[src/pcm_mixer_volume_fade_in_assert.svh]
// ----------------------------------------------------------------------------
// PCM mixer assertion macros
// Concurrent assertion wrappers that compile to nothing in synthesis builds.
// ----------------------------------------------------------------------------
`ifndef PCM_MIXER_VOLUME_FADE_IN_ASSERT_SVH
`define PCM_MIXER_VOLUME_FADE_IN_ASSERT_SVH

`ifndef SYNTH
// Same-cycle implication, disabled while reset is high.
`define PMV_ASSERT_NOW(label, clk, rst, ante, cons) \
  label: assert property (@(posedge clk) disable iff (rst) (ante) |-> (cons)) \
    else $error("pcm mixer assertion failed");
// Next-cycle implication, disabled while reset is high.
`define PMV_ASSERT_NEXT(label, clk, rst, ante, cons) \
  label: assert property (@(posedge clk) disable iff (rst) (ante) |=> (cons)) \
    else $error("pcm mixer assertion failed");
`else
`define PMV_ASSERT_NOW(label, clk, rst, ante, cons)
`define PMV_ASSERT_NEXT(label, clk, rst, ante, cons)
`endif

`endif

[src/pcmvf_pkg.sv]
// ----------------------------------------------------------------------------
// PCM mixer package
// Widths, limits and default sizes shared by the mixer and its divider.
// ----------------------------------------------------------------------------
package pcmvf_pkg;

  // Four playback slots plus the stream source.
  localparam int NUM_SLOTS = 4;
  localparam int NUM_SRC   = NUM_SLOTS + 1;
  localparam int SRC_W     = $clog2(NUM_SRC);
  localparam int CNT_W     = $clog2(NUM_SRC + 1);

  localparam int SMP_W      = 16;
  localparam int GAIN_W     = 17;
  localparam int GAIN_SHIFT = 16;
  localparam logic [GAIN_W-1:0] GAIN_RESET = 17'd65536;

  localparam logic signed [SMP_W-1:0] SMP_MAX = 16'sh7FFF;
  localparam logic signed [SMP_W-1:0] SMP_MIN = 16'sh8000;

  // Sum of all scaled sources, with a sign bit.
  localparam int SUM_W = SMP_W + $clog2(NUM_SRC) + 1;

  localparam int FADE_LENGTH_DEF = 32;

  // Divider sizes: the sum magnitude divided by the source count.
  localparam int DIV_W_DEF = SUM_W;
  localparam int DVS_W_DEF = CNT_W;

endpackage

[src/pcm_mixer_volume_fade_in.sv]
// ----------------------------------------------------------------------------
// PCM mixer with volume and fade-in
// Scales each valid source by a Q16 gain, averages the valid sources and
// applies a linear fade-in on the first sounding frames after silence.
// ----------------------------------------------------------------------------
//
//  Channel   Direction  Handshake            Payload
//  -------   ---------  -------------------  -------------------------------
//  in        input      in_valid / in_ready  slot0..3_sample, slot_valid_mask,
//                                            stream_sample, stream_valid
//  out       output     out_valid/out_ready  mixed_sample, silent
//  cfg       input      cfg_wr_en            cfg_wr_data (volume gain)
//
// A request is accepted when in_valid and in_ready are high at a clock edge.
// Each source of a frame passes through the one shared 16x18 multiplier and
// then the accumulate, and the average takes one pass of the bit-serial
// divider. During a fade the average is multiplied by the fade step and
// divided by the fade length through a constant reciprocal. A silent frame
// skips the divider. A new request is taken only after the previous result
// has gone into the output register. Reset is synchronous and restores unity
// gain and the no-fade state. The finished result waits in the output
// register while the input side takes the next request, and the sequencer
// holds only if that register is still full when the following result is
// ready.
//
// ----------------------------------------------------------------------------
`include "pcm_mixer_volume_fade_in_assert.svh"

module pcm_mixer_volume_fade_in #(
  parameter int FADE_LENGTH = pcmvf_pkg::FADE_LENGTH_DEF
) (
  input  logic                                 clk,
  input  logic                                 rst,
  input  logic                                 in_valid,
  output logic                                 in_ready,
  input  logic signed [pcmvf_pkg::SMP_W-1:0]   slot0_sample,
  input  logic signed [pcmvf_pkg::SMP_W-1:0]   slot1_sample,
  input  logic signed [pcmvf_pkg::SMP_W-1:0]   slot2_sample,
  input  logic signed [pcmvf_pkg::SMP_W-1:0]   slot3_sample,
  input  logic [pcmvf_pkg::NUM_SLOTS-1:0]      slot_valid_mask,
  input  logic signed [pcmvf_pkg::SMP_W-1:0]   stream_sample,
  input  logic                                 stream_valid,
  output logic                                 out_valid,
  input  logic                                 out_ready,
  output logic signed [pcmvf_pkg::SMP_W-1:0]   mixed_sample,
  output logic                                 silent,
  input  logic                                 cfg_wr_en,
  input  logic [pcmvf_pkg::GAIN_W-1:0]         cfg_wr_data
);

  localparam int SMP_W  = pcmvf_pkg::SMP_W;
  localparam int SUM_W  = pcmvf_pkg::SUM_W;
  localparam int CNT_W  = pcmvf_pkg::CNT_W;
  localparam int SRC_W  = pcmvf_pkg::SRC_W;
  localparam int NUM_SRC = pcmvf_pkg::NUM_SRC;
  localparam int FL_W   = $clog2(FADE_LENGTH + 1);
  localparam int MUL_B_W = pcmvf_pkg::GAIN_W + 1;
  localparam int PROD_W = SMP_W + MUL_B_W;
  localparam int SH_W   = PROD_W - pcmvf_pkg::GAIN_SHIFT;
  localparam int DIV_W  = SUM_W;
  localparam int DVS_W  = CNT_W;

  // The fade product magnitude is below 2^(SMP_W - 1 + FL_W). With a
  // reciprocal rounded up at RCP_K fraction bits the error stays under one
  // part in the fade length for every such product, so the floor is exact.
  localparam int FN_W   = SMP_W - 1 + FL_W;
  localparam int RCP_K  = FN_W + FL_W;
  localparam int RCP_W  = FN_W + 2;
  localparam int FP_W   = FN_W + RCP_W;
  localparam int FQ_W   = FP_W - RCP_K;
  localparam logic [RCP_W-1:0] FADE_RCP =
    RCP_W'(((64'd1 << RCP_K) + 64'(FADE_LENGTH) - 64'd1) / 64'(FADE_LENGTH));

  localparam logic [3:0] S_IDLE      = 4'd0;
  localparam logic [3:0] S_MUL       = 4'd1;
  localparam logic [3:0] S_ACC       = 4'd2;
  localparam logic [3:0] S_AVG       = 4'd3;
  localparam logic [3:0] S_AVG_WAIT  = 4'd4;
  localparam logic [3:0] S_FMUL      = 4'd5;
  localparam logic [3:0] S_FDIV      = 4'd6;
  localparam logic [3:0] S_FDIV_WAIT = 4'd7;
  localparam logic [3:0] S_FINISH    = 4'd8;

  logic [3:0]                     state;
  logic signed [SMP_W-1:0]        smp [NUM_SRC];
  logic [NUM_SRC-1:0]             vld;
  logic [SRC_W-1:0]               idx;
  logic signed [SUM_W-1:0]        sum;
  logic [CNT_W-1:0]               cnt;
  logic signed [PROD_W-1:0]       prod;
  logic signed [SMP_W-1:0]        mixed;
  logic signed [SMP_W-1:0]        res;
  logic                           res_silent;
  logic [pcmvf_pkg::GAIN_W-1:0]   gain;
  logic                           was_sounding;
  logic [FL_W-1:0]                fade_remaining;
  logic [FP_W-1:0]                fade_prod;

  logic signed [SMP_W-1:0]        mul_a;
  logic signed [MUL_B_W-1:0]      mul_b;
  logic signed [PROD_W-1:0]       mul_p;
  logic [FL_W-1:0]                step;
  logic signed [SH_W-1:0]         shifted;
  logic signed [SMP_W-1:0]        scaled;
  logic                           sum_neg;
  logic                           prod_neg;
  logic [SUM_W-1:0]               sum_mag;
  logic [PROD_W-1:0]              prod_mag;
  logic [FN_W-1:0]                fade_num;
  logic [FQ_W-1:0]                fade_quo;
  logic [SMP_W-1:0]               fade_fix;
  logic                           div_start;
  logic [DIV_W-1:0]               div_dividend;
  logic [DVS_W-1:0]               div_divisor;
  logic                           div_done;
  logic [DIV_W-1:0]               div_quo;
  logic [DIV_W-1:0]               quo_fix;
  logic [FL_W-1:0]                fade_start;
  logic                           out_load;

  assign in_ready = (state == S_IDLE);

  // Fade frame number, 1 on the first frame of a fade.
  assign step = FL_W'(FADE_LENGTH) - fade_remaining + FL_W'(1);

  // The shared multiplier scales sources by the gain, and later scales the
  // average by the fade step.
  always_comb begin
    if (state == S_FMUL) begin
      mul_a = mixed;
      mul_b = $signed(MUL_B_W'(step));
    end else begin
      mul_a = smp[idx];
      mul_b = $signed({1'b0, gain});
    end
  end
  assign mul_p = PROD_W'(mul_a) * PROD_W'(mul_b);

  // Arithmetic shift by 16 is a floor divide by 65536; then saturate.
  assign shifted = prod[PROD_W-1:pcmvf_pkg::GAIN_SHIFT];
  always_comb begin
    if (shifted > SH_W'(pcmvf_pkg::SMP_MAX)) begin
      scaled = pcmvf_pkg::SMP_MAX;
    end else if (shifted < SH_W'(pcmvf_pkg::SMP_MIN)) begin
      scaled = pcmvf_pkg::SMP_MIN;
    end else begin
      scaled = shifted[SMP_W-1:0];
    end
  end

  // Both divisions work on magnitudes and put the sign back on the quotient,
  // so that they truncate toward zero.
  assign sum_neg  = sum[SUM_W-1];
  assign prod_neg = prod[PROD_W-1];
  assign sum_mag  = sum_neg ? SUM_W'(-sum) : SUM_W'(sum);
  assign prod_mag = prod_neg ? PROD_W'(-prod) : PROD_W'(prod);

  // The average goes through the divider, since the source count varies.
  assign div_start    = (state == S_AVG) && (cnt != '0);
  assign div_dividend = sum_mag;
  assign div_divisor  = cnt;

  assign quo_fix = sum_neg ? DIV_W'(-div_quo) : div_quo;

  // The fade length is fixed, so its division is a reciprocal multiply.
  assign fade_num = prod_mag[FN_W-1:0];
  assign fade_quo = fade_prod[FP_W-1:RCP_K];
  assign fade_fix = prod_neg ? SMP_W'(-fade_quo) : SMP_W'(fade_quo);

  // A fresh fade starts on the first sounding frame after silence.
  assign fade_start = was_sounding ? fade_remaining : FL_W'(FADE_LENGTH);

  pcmvf_divider #(
    .DIV_W (DIV_W),
    .DVS_W (DVS_W)
  ) u_divider (
    .clk      (clk),
    .rst      (rst),
    .start    (div_start),
    .dividend (div_dividend),
    .divisor  (div_divisor),
    .done     (div_done),
    .quotient (div_quo)
  );

  // Sequencer and frame-to-frame fade state.
  always_ff @(posedge clk) begin
    if (rst) begin
      state          <= S_IDLE;
      gain           <= pcmvf_pkg::GAIN_RESET;
      was_sounding   <= 1'b0;
      fade_remaining <= '0;
    end else begin
      if (cfg_wr_en) begin
        gain <= cfg_wr_data;
      end
      unique case (state)
        S_IDLE: begin
          if (in_valid) begin
            state <= S_MUL;
          end
        end
        S_MUL: begin
          state <= S_ACC;
        end
        S_ACC: begin
          if (idx == SRC_W'(NUM_SRC - 1)) begin
            state <= S_AVG;
          end else begin
            state <= S_MUL;
          end
        end
        S_AVG: begin
          if (cnt == '0) begin
            was_sounding   <= 1'b0;
            fade_remaining <= '0;
            state          <= S_FINISH;
          end else begin
            state <= S_AVG_WAIT;
          end
        end
        S_AVG_WAIT: begin
          if (div_done) begin
            was_sounding   <= 1'b1;
            fade_remaining <= fade_start;
            if (fade_start != '0) begin
              state <= S_FMUL;
            end else begin
              state <= S_FINISH;
            end
          end
        end
        S_FMUL: begin
          fade_remaining <= fade_remaining - FL_W'(1);
          state          <= S_FDIV;
        end
        S_FDIV: begin
          state <= S_FDIV_WAIT;
        end
        S_FDIV_WAIT: begin
          state <= S_FINISH;
        end
        S_FINISH: begin
          if (out_load) begin
            state <= S_IDLE;
          end
        end
        default: begin
          state <= S_IDLE;
        end
      endcase
    end
  end

  // Datapath registers.
  always_ff @(posedge clk) begin
    unique case (state)
      S_IDLE: begin
        if (in_valid) begin
          smp[0] <= slot0_sample;
          smp[1] <= slot1_sample;
          smp[2] <= slot2_sample;
          smp[3] <= slot3_sample;
          smp[4] <= stream_sample;
          vld    <= {stream_valid, slot_valid_mask};
          idx    <= '0;
          sum    <= '0;
          cnt    <= '0;
        end
      end
      S_MUL: begin
        prod <= mul_p;
      end
      S_ACC: begin
        if (vld[idx]) begin
          sum <= sum + SUM_W'(scaled);
          cnt <= cnt + CNT_W'(1);
        end
        if (idx != SRC_W'(NUM_SRC - 1)) begin
          idx <= idx + SRC_W'(1);
        end
      end
      S_AVG: begin
        if (cnt == '0) begin
          res        <= '0;
          res_silent <= 1'b1;
        end else begin
          res_silent <= 1'b0;
        end
      end
      S_AVG_WAIT: begin
        if (div_done) begin
          mixed <= quo_fix[SMP_W-1:0];
          res   <= quo_fix[SMP_W-1:0];
        end
      end
      S_FMUL: begin
        prod <= mul_p;
      end
      S_FDIV: begin
        fade_prod <= FP_W'(fade_num) * FP_W'(FADE_RCP);
      end
      S_FDIV_WAIT: begin
        res <= fade_fix;
      end
      S_FINISH: begin
      end
      default: begin
      end
    endcase
  end

  // Output register: loads when empty or when its result is being taken.
  assign out_load = (state == S_FINISH) && (!out_valid || out_ready);

  always_ff @(posedge clk) begin
    if (rst) begin
      out_valid <= 1'b0;
    end else if (out_load) begin
      out_valid <= 1'b1;
    end else if (out_ready) begin
      out_valid <= 1'b0;
    end
  end

  always_ff @(posedge clk) begin
    if (out_load) begin
      mixed_sample <= res;
      silent       <= res_silent;
    end
  end

  // A silent result always carries a zero sample.
  `PMV_ASSERT_NOW(a_silent_zero, clk, rst, out_valid && silent, mixed_sample == '0)
  // The fade counter never runs past its length.
  `PMV_ASSERT_NOW(a_fade_range, clk, rst, 1'b1, fade_remaining <= FL_W'(FADE_LENGTH))
  // A fade in progress implies the previous frame was sounding.
  `PMV_ASSERT_NOW(a_fade_sounding, clk, rst, fade_remaining != '0, was_sounding)
  // After a request is taken the sequencer is busy and the divider shows no done.
  `PMV_ASSERT_NEXT(a_accept_busy, clk, rst, in_valid && in_ready, !in_ready && !div_done)

endmodule

[src/pcmvf_divider.sv]
// ----------------------------------------------------------------------------
// PCM mixer divider
// Unsigned restoring divider, one quotient bit per clock.
// ----------------------------------------------------------------------------
module pcmvf_divider #(
  parameter int DIV_W = pcmvf_pkg::DIV_W_DEF,
  parameter int DVS_W = pcmvf_pkg::DVS_W_DEF
) (
  input  logic             clk,
  input  logic             rst,
  input  logic             start,
  input  logic [DIV_W-1:0] dividend,
  input  logic [DVS_W-1:0] divisor,
  output logic             done,
  output logic [DIV_W-1:0] quotient
);

  localparam int STEP_W = $clog2(DIV_W + 1);

  logic [DIV_W-1:0]  quo;
  logic [DVS_W-1:0]  rem;
  logic [STEP_W-1:0] steps;
  logic              busy;
  logic [DVS_W:0]    trial;
  logic              fits;

  // Shift the next dividend bit into the partial remainder and try a subtract.
  assign trial = {rem, quo[DIV_W-1]};
  assign fits  = trial >= {1'b0, divisor};

  always_ff @(posedge clk) begin
    if (rst) begin
      busy  <= 1'b0;
      done  <= 1'b0;
      steps <= '0;
    end else begin
      done <= 1'b0;
      if (start) begin
        busy  <= 1'b1;
        steps <= STEP_W'(DIV_W);
      end else if (busy) begin
        steps <= steps - STEP_W'(1);
        if (steps == STEP_W'(1)) begin
          busy <= 1'b0;
          done <= 1'b1;
        end
      end
    end
  end

  always_ff @(posedge clk) begin
    if (start) begin
      quo <= dividend;
      rem <= '0;
    end else if (busy) begin
      quo <= {quo[DIV_W-2:0], fits};
      if (fits) begin
        rem <= DVS_W'(trial - {1'b0, divisor});
      end else begin
        rem <= trial[DVS_W-1:0];
      end
    end
  end

  assign quotient = quo;

endmodule

[config.mk]
export PLATFORM = sky130hd
export DESIGN_NAME = pcm_mixer_volume_fade_in
export DESIGN_NICKNAME = d
export VERILOG_FILES = /design/src/pcmvf_pkg.sv /design/src/pcm_mixer_volume_fade_in.sv /design/src/pcmvf_divider.sv
export VERILOG_INCLUDE_DIRS = /design/src /design/src/src
export SDC_FILE = /design/constraint.sdc
export NUM_CORES = 1
export LEC_CHECK = 0
export ABC_AREA = 1
export ABC_CLOCK_PERIOD_IN_PS = 6500
export BUFFER_PORTS_ARGS = -buffer_cell sky130_fd_sc_hd__buf_2
export CAP_MARGIN = 25
export CORE_MARGIN = 1
export CORE_UTILIZATION = 50
export CTS_BUF_LIST = sky130_fd_sc_hd__clkbuf_8
export DETAILED_ROUTE_END_ITERATION = 10
export GPL_TIMING_DRIVEN = 0
export PLACE_DENSITY = 0.67
export SLEW_MARGIN = 25
export SYNTH_ARGS = -nofsm -noshare
export SYNTH_HDL_FRONTEND = slang
export SYNTH_SLANG_ARGS = --single-unit
[constraint.sdc]
create_clock -name clk -period 6.5 [get_ports clk]
set_input_delay 0 -clock clk [delete_from_list [all_inputs] [get_ports clk]]
set_output_delay 0 -clock clk [all_outputs]
set_load 0.01 [all_outputs]
## Word level (Yosys, flattened, before mapping)

Memories as Yosys holds them, arrays and structs flattened. A register that Yosys moved wholly into a read port is not among the register bits.
Cells that the tools add are included.

| operators by class | value |
|---|---|
| multiplexer cells | 51 |
| bitwise logic cells | 1 |
| order comparisons | 4 |
| $add $sub $neg | 12 |
| eq/ne operators | 17 |
| reductions and logical operators | 25 |
| $mul | 1 |

Operators by type and width:

| kind | number |
|---|---|
| $mux 16 | 7 |
| $mux 20 | 5 |
| $pmux 16 s3 | 1 |
| $pmux 20 s2 | 1 |
| $pmux 4 s9 | 1 |
| $mul 16x18->34 | 1 |
| $neg 16->16 | 2 |
| $mux 21 | 1 |
| $neg 21->21 | 1 |
| $add 20x16->20 | 1 |
| $mux 4 | 5 |
| $neg 20->20 | 1 |
| $gt 18x16->1 const B | 1 |
| $lt 18x16->1 const B | 1 |
| $mux 6 | 3 |
| $pmux 6 s3 | 1 |
| $reduce_and 3->1 | 6 |
| $mux 17 | 1 |
| $eq 4x3->1 const B | 4 |
| $mux 3 | 5 |
| $mux 1 | 13 |
| $pmux 3 s2 | 2 |
| $mux 5 | 2 |
| $reduce_bool 3->1 | 3 |
| other kinds (30) | 42 |

| storage, ports and cells | value |
|---|---|
| bits of input ports | 107 |
| bits in writable memories | 80 |
| register bits after elaboration | 195 |
| memories kept | 1 |
| logic and storage cells | 134 |

Memories:

| memory | words | width | read ports | clocked after memory_dff | write ports | RTL line | RTL |
|---|---|---|---|---|---|---|---|
| smp | 5 | 16 | 1 | 1 | 5 | pcm_mixer_volume_fade_in.sv:85 | `logic signed [SMP_W-1:0] smp [NUM_SRC];` |

## Longest topological paths before layout

Gate-level depths: netlist of run 1.

| depth | value |
|---|---|
| depth in word-level cells | 6 |
| depth in mapped cells | 32 |
| depth with buffers taken out | 32 |

## Cells and area by module

Synthesis of run 1 repeated with hierarchy kept, for this count alone.

| second synthesis, totals | value |
|---|---|
| cell total of the unflattened synthesis | 2864 |
| area total of the unflattened synthesis | 23648.9 um^2 |

Modules (own cells, without submodules):

| module | times used | cells an instance | sequential area each (um^2) | area each (um^2) |
|---|---|---|---|---|
| pcm_mixer_volume_fade_in | 1 | 2699 | 6976.7 | 22231.3 |
| pcmvf_divider | 1 | 165 | 800.8 | 1417.6 |

## Worst setup path after synthesis of run 1

OpenSTA, ideal clock, no wires.

| timing path | value |
|---|---|
| path type | reg2reg |
| start point | reg state[1] |
| end point | reg cnt[0] (enable) |
| path buffers | 0 |
| slack | 0.642 ns |
| arrival time | 5.423 ns |
| cell stages (with the launch flop) | 6 |
| data required time | 6.065 ns |
| library setup time | 0.435 ns |
| cells stage by stage | dfxtp_1 -> nor2_1 -> nand2_1 -> nor2_1 -> inv_1 -> o21ai_0 |

| between the ends | value |
|---|---|
| cells in the longest elaborated chain, start to end | 3 |
| elaborated cells on any way between the ends | 6 |

RTL lines:

| item | RTL line | RTL |
|---|---|---|
| start: declaration | pcm_mixer_volume_fade_in.sv:84 | `logic [3:0] state;` |
| start signal: assignment | pcm_mixer_volume_fade_in.sv:189 | `state <= S_IDLE;` |
| start signal: assignment | pcm_mixer_volume_fade_in.sv:200 | `state <= S_MUL;` |
| start signal: assignment | pcm_mixer_volume_fade_in.sv:204 | `state <= S_ACC;` |
| $eq 4x2->1 / $logic_not 4->1 (equally long branches) | pcm_mixer_volume_fade_in.sv:257 | `unique case (state)` |
| $ne 2x2->1 (no source line) / $reduce_bool 2->1 (equally long branches) | n/a |  |
| $reduce_and 3->1 (no source line) (*) | n/a |  |
| end signal: assignment | pcm_mixer_volume_fade_in.sv:277 | `cnt <= cnt + CNT_W'(1);` |
| end: declaration | pcm_mixer_volume_fade_in.sv:89 | `logic [CNT_W-1:0] cnt;` |

Mark *: on every way between the ends. The rest lies on a longest branch, timed or not.
A chain may end at the register's enable or synchronous reset.

==> impl_metrics.toml, run 1 <==
[synth]
synth_top_cell_by_area = "edfxtp_1"
syn_avg_cell_area_sq_um = 8.41
yosys-top-cells-area = "edfxtp_1 (29%), fa_1 (18%), nand2_1 (10%), ha_1 (8.3%), inv_1 (8.0%)"
syn_inst = 2802
synth_ff_type = "edfxtp_1"
synth_edf_count = 231
yosysSeqAreaShare_pct = 33.0
yosysWarnings = 0
ys_async_sr_fraction_pct = 0
ys_ff_latch = 273
ys_types = 49
netlist.area_leader.share_pct = 29.4
synth_area_sq_um = 23600
postSynthNetCount = 3276

[critical_path]
r2r_cells = 26
cp_slowest_cell = "fa_2"
path_buf_inv = 5
crit_fanout = 10
critical_path_class = "register to register"
start_kind = "register"
slowest_delay_ps = 560
path_delay_family = "adder cells"
required_ps = 6850
cpMostUsedCell = "fa_1"
endpoint_kind = "register"
path_depth = 26
arrival_ps = 6740

[sta]
setup_violations = 0
max_freq_ghz = 0.156
fin_ws_ps = 110
holdWs_ps = 82.4
finalCritPeriodShare_pct = 98.3
rsz0062_at_grt = "true"
period_minus_slack_ps = 6390
worst_pin_slew_ps = 984
drv_slew = 0
hold_viol_final = 0
slew_headroom_pct = 34.2
finalClockSkew_ps = 46.3

[grt]
grt-ovfl-total = 0
grt_max_degree = 35
grt_pass1_vias = 19300
grt_util_met3_pct = 8.88
grt_pass1_wl_mm = 104
antenna_found_initial = 1
grt-busiest-layer = "met2"
grt_use_total_pct = 28.7
gr-usage-met2_pct = 44.9
use_met1_pct = 37.9

[final_layout]
nNetsFinal = 3662
multi_input_area_sq_um = 14200
seq_area_sq_um = 7780
drive_above_1_share_pct = 16.5
synthToLayoutAreaGrowth_pct = 21.7
n_antenna_cell = 0
nFillCells = 3974

[clock_tree]
tritoncts = "built"
cts_buffers = 47
cts_buffer_depth = 3
clkSinkCount = 273
htreeDepth = 2
insertion_delay_ps = 640
root_buffer = "clkbuf_8"
clkTransAtPathRegs_ps = 60

[outcome]
status = "finished, final reports clean"

[detailed_routing]
routed_via_density = 5.29
drt_wl_total_mm = 68.5
ant_nets = 0
first_pass_iters = 5
drt_iter0_drc = 1906
drc = 0
num_vias = 20300
wl_per_cell_um = 17.9

[flow_run]
drv_cap = 0

[floorplanning]
die_y_um = 219
pin_count = 126
placementRows = 79
die_area_sq_um = 48000
initial_core_util_pct = 50.6
die-width_um = 219
coreArea_sq_um = 46600

[worst_hold_path]
hold_class = "primary input to register"
whs_path_depth = 4

[placed_design]
portBuffers = 125
dp_slack_ps = -496
gp_congestion = 0.992
dp_hpwl_mm = 52.7
## Yosys cell counts, types with 2 or more instances
cell type and count:
nand3b_1 4, o31ai_1 3, o211ai_2 7, nor2_2 3, nor2_1 361, o21ai_4 6, edfxtp_1 231, buf_4 9
inv_2 11, a21oi_1 134, nand3_2 5, o2111ai_1 2, nor2_4 7, o21ai_2 8, o21a_1 2, buf_6 5
nand2_1 628, o21bai_1 8, nand2_4 3, fa_1 210, clkbuf_1 16, o21ai_0 113, nor3_1 18, or2_2 13
and2_1 4, clkinv_1 2, o22ai_1 6, o211ai_1 17, nor4_1 5, inv_1 502, o21ai_1 13, xor2_1 37
nand4_1 11, ha_1 157, xnor2_1 17, buf_2 23, a31oi_1 3, dfxtp_1 42, nand2_2 25, nand3_1 122
## stage by stage
stage / instance area, sq um / TNS (ps) / util (%) / std cells
after floorplan: 23600 / 0 / - / 2802
after global placement: 25000 / -49560 / 53.6 / 3534
after detailed placement: 25100 / -7950 / 53.9 / 3540
after CTS: 27800 / -2.86 / 59.7 / 3779
after global routing: 28700 / -477 / 61.6 / 3830
final: 28700 / 0 / 61.6 / 3830
## timing repair
action / 4_1_cts / 5_1_grt
pin swaps: 28 / 57
setup endpoints to repair: 21 / 22
hold buffers: 120 / 0
hold endpoints to repair: 123 / 0
setup buffers: 36 / 49
gates resized for setup: 80 / 134
gates cloned: 0 / 2
## worst register-to-register path, delay by kind of cell, from the launching register on
family	cells	cell delay [ps]
compound gates	3	460
flops	1	430
buf+inv	5	580
fa+ha+maj	7	3420
simple gates	11	1240
## final cells by class
cell class	count	area share [%]
repair buffers	338	9.12
well taps	607	2.65
clock inverters	33	0.763
clock buffers	51	2.45
flip-flops and latches	273	27.1
inverters	517	6.93
multi-input cells	1957	49.4
plain buffers	54	1.57
## worst paths after layout
check                                       start                          to  slack, ps
worst max register to register           register          prod[30]$_DFFE_PP_        110
worst min register to register  res[11]$_DFFE_PP_  mixed_sample[11]$_DFFE_PP_        410
worst min-delay path                    cfg_wr_en       gain[15]$_SDFFE_PP0P_         80
worst max-delay path                     register          prod[30]$_DFFE_PP_        110
## logic make-up after synthesis
family / after synthesis / synth area share [%]
flops: 273 / 33.0
simple gates: 1210 / 21.2
compound gates: 326 / 8.02
fa+ha+maj: 367 / 26.2
xor+xnor: 54 / 2.01
buf+inv: 572 / 9.61
## cell usage in the layout, fill, tap and decap left out, drive strengths merged, types with 18 or more instances in the layout
cell type	Yosys	final
nand2	656	656
inv	515	530
nor2	371	371
buf	39	254
edfxtp	231	231
fa	210	210
ha	157	157
o21ai	140	140
a21oi	134	134
nand3	127	127
dlygate4sd3	0	120
clkbuf	16	69
dfxtp	42	42
xor2	37	37
o211ai	24	24
nor3	18	18
## flip-flops by register name, indices dropped and copies added (netlist names), 4 cells and up, named ones only
register            flops
smp                    80
prod                   34
sum                    20
u_divider.quotient     20
gain                   17
fade_prod              16
mixed                  16
mixed_sample           16
res                    16
fade_remaining          6
u_divider.steps         5
vld                     5
state                   4
## per-layer routing
metal / share of wire (%) / vias up
met5: 0 / -
met4: 3.3 / 0
met3: 10 / 149
met2: 45 / 866
met1: 41 / 9613
li1: - / 9645
Power of run 1 is not shown: default switching activity piles up to over one toggle a cycle in this logic, so the estimate is an artifact.
==> run 2: changes to the inputs <==
--- a/config.mk
+++ b/config.mk
@@ -7,7 +7,7 @@
 export NUM_CORES = 1
 export LEC_CHECK = 0
 export ABC_AREA = 1
-export ABC_CLOCK_PERIOD_IN_PS = 6500
+export ABC_CLOCK_PERIOD_IN_PS = 8200
 export BUFFER_PORTS_ARGS = -buffer_cell sky130_fd_sc_hd__buf_2
 export CAP_MARGIN = 25
 export CORE_MARGIN = 1
==> constraint.sdc (replaced) <==
create_clock -name clk -period 8.2 [get_ports clk]
set_input_delay 0 -clock clk [delete_from_list [all_inputs] [get_ports clk]]
set_output_delay 0 -clock clk [all_outputs]
set_load 0.01 [all_outputs]
==> impl_metrics.toml, run 2 (synthesis gave the netlist of run 1 again) <==
[final_layout]
layout_commonest_cell = "nand2_1"
synthToLayoutAreaGrowth_pct = 15.4
drive_above_1_share_pct = 10.5
most-common-layout-cells = "nand2_1 (627), inv_1 (519), nor2_1 (359)"
n_antenna_cell = 0
stdcell_area_sq_um = 27200
largest_reg_flops = 80
layout.cells.non_filler = 3744
top_register = "smp"
reg.largest.list = "smp x80, prod x34"
nNetsFinal = 3576
nFillCells = 4130

[sta]
rsz0062_at_grt = "false"
slew_headroom_pct = 33.8
period_minus_slack_ps = 7120
fin_ws_ps = 1080
max_freq_ghz = 0.140
worst_pin_slew_ps = 990
hold_viol_final = 0
finalClockSkew_ps = 44.7
finalCritPeriodShare_pct = 86.9
setup_violations = 0
drv_slew = 0

[floorplanning]
coreArea_sq_um = 46600
pin_count = 126
die-width_um = 219
placementRows = 79
initial_core_util_pct = 50.6
die_y_um = 219
die_area_sq_um = 48000

[flow_run]
drv_cap = 0

[critical_path]
crit_fanout = 10
required_ps = 8550
critical_path_class = "register to register"
arrival_ps = 7480
endpoint_kind = "register"
start_kind = "register"

[detailed_routing]
first_pass_iters = 9
wl_per_cell_um = 17.8
drt_iter0_drc = 1708
num_vias = 19800
ant_nets = 0
drc = 0
routed_via_density = 5.28
drt_wl_total_mm = 66.6

[grt]
antenna_found_initial = 1
grt_max_degree = 35
grt_pass1_vias = 19100
grt-ovfl-total = 0
grt_pass1_wl_mm = 103
grt_use_total_pct = 28.4

[placed_design]
portBuffers = 125
dpl_cell_area_sq_um = 25100
dp.cells = 3540
dp_slack_ps = 1200
gp_congestion = 0.992
dp_hpwl_mm = 52.7

[clock_tree]
post_cts_resize_count = 0
cts_buffer_depth = 3
tritoncts = "built"
root_buffer = "clkbuf_8"
post-cts-setup-buffer-count = 0
clkTransAtPathRegs_ps = 60
cts_buffers = 47
htreeDepth = 2
insertion_delay_ps = 640
clkSinkCount = 273
hold_buffers = 120

[worst_hold_path]
hold_class = "primary input to register"

[outcome]
status = "finished, final reports clean"
-- run 2: metrics by stage --
| step | utilization [%] | hold WS (ps) | setup TNS [ps] |
|---|---|---|---|
| floorplan | - | 78.0 | 0 |
| CTS | 58.4 | 14.1 | 0 |
| global route | 58.4 | 65.8 | 0 |
| finish | 58.4 | 85.7 | 0 |
| global placement | 53.6 | 176 | -821 |
| detailed placement | 53.9 | 178 | 0 |
-- run 2: final cells by class --
cell class              instances  area [sq um]  share of cell area [%]
clock buffers                  51           702                    2.58
plain buffers                  55           318                    1.17
flip-flops and latches        273          7780                    28.6
inverters                     517          1950                    7.16
multi-input cells            1957         13600                    49.8
repair buffers                251          1920                    7.07
well taps                     607           759                    2.79
clock inverters                33           219                   0.805
-- run 2: critical path, cell delays in order, from the launching register on --
cell and delay [ps]:
dfxtp_1 380, inv_2 150, buf_2 240, nor2_1 70, o211ai_1 320, o211ai_2 370
nand2_2 270, buf_4 240, nand2_1 90, fa_1 500, inv_1 60, fa_1 540
fa_1 510, fa_1 580, fa_1 560, inv_1 60, fa_1 550, inv_1 60
ha_1 390, nand2_1 120, nor2_1 260, nand3_1 120, nand2_1 170, nand2_1 90
nand3_1 70, nand2_1 80
-- run 2: final timing paths --
kind	from	cells after the start	endpoint	slack (ps)
max	register	25	prod[24]$_DFFE_PP_	1080
min	cfg_wr_en	4	gain[15]$_SDFFE_PP0P_	90
max reg2reg	register	25	prod[24]$_DFFE_PP_	1080
min reg2reg	res[11]$_DFFE_PP_	0	mixed_sample[11]$_DFFE_PP_	410
-- run 2: per-layer routing --
metal,GRT usage (%),part of all wire (%)
met1,38.4,42
met4,8.59,2.8
met3,7.82,9.8
met5,0,0
met2,44.5,45
Power of run 2 is left out for the same reason.
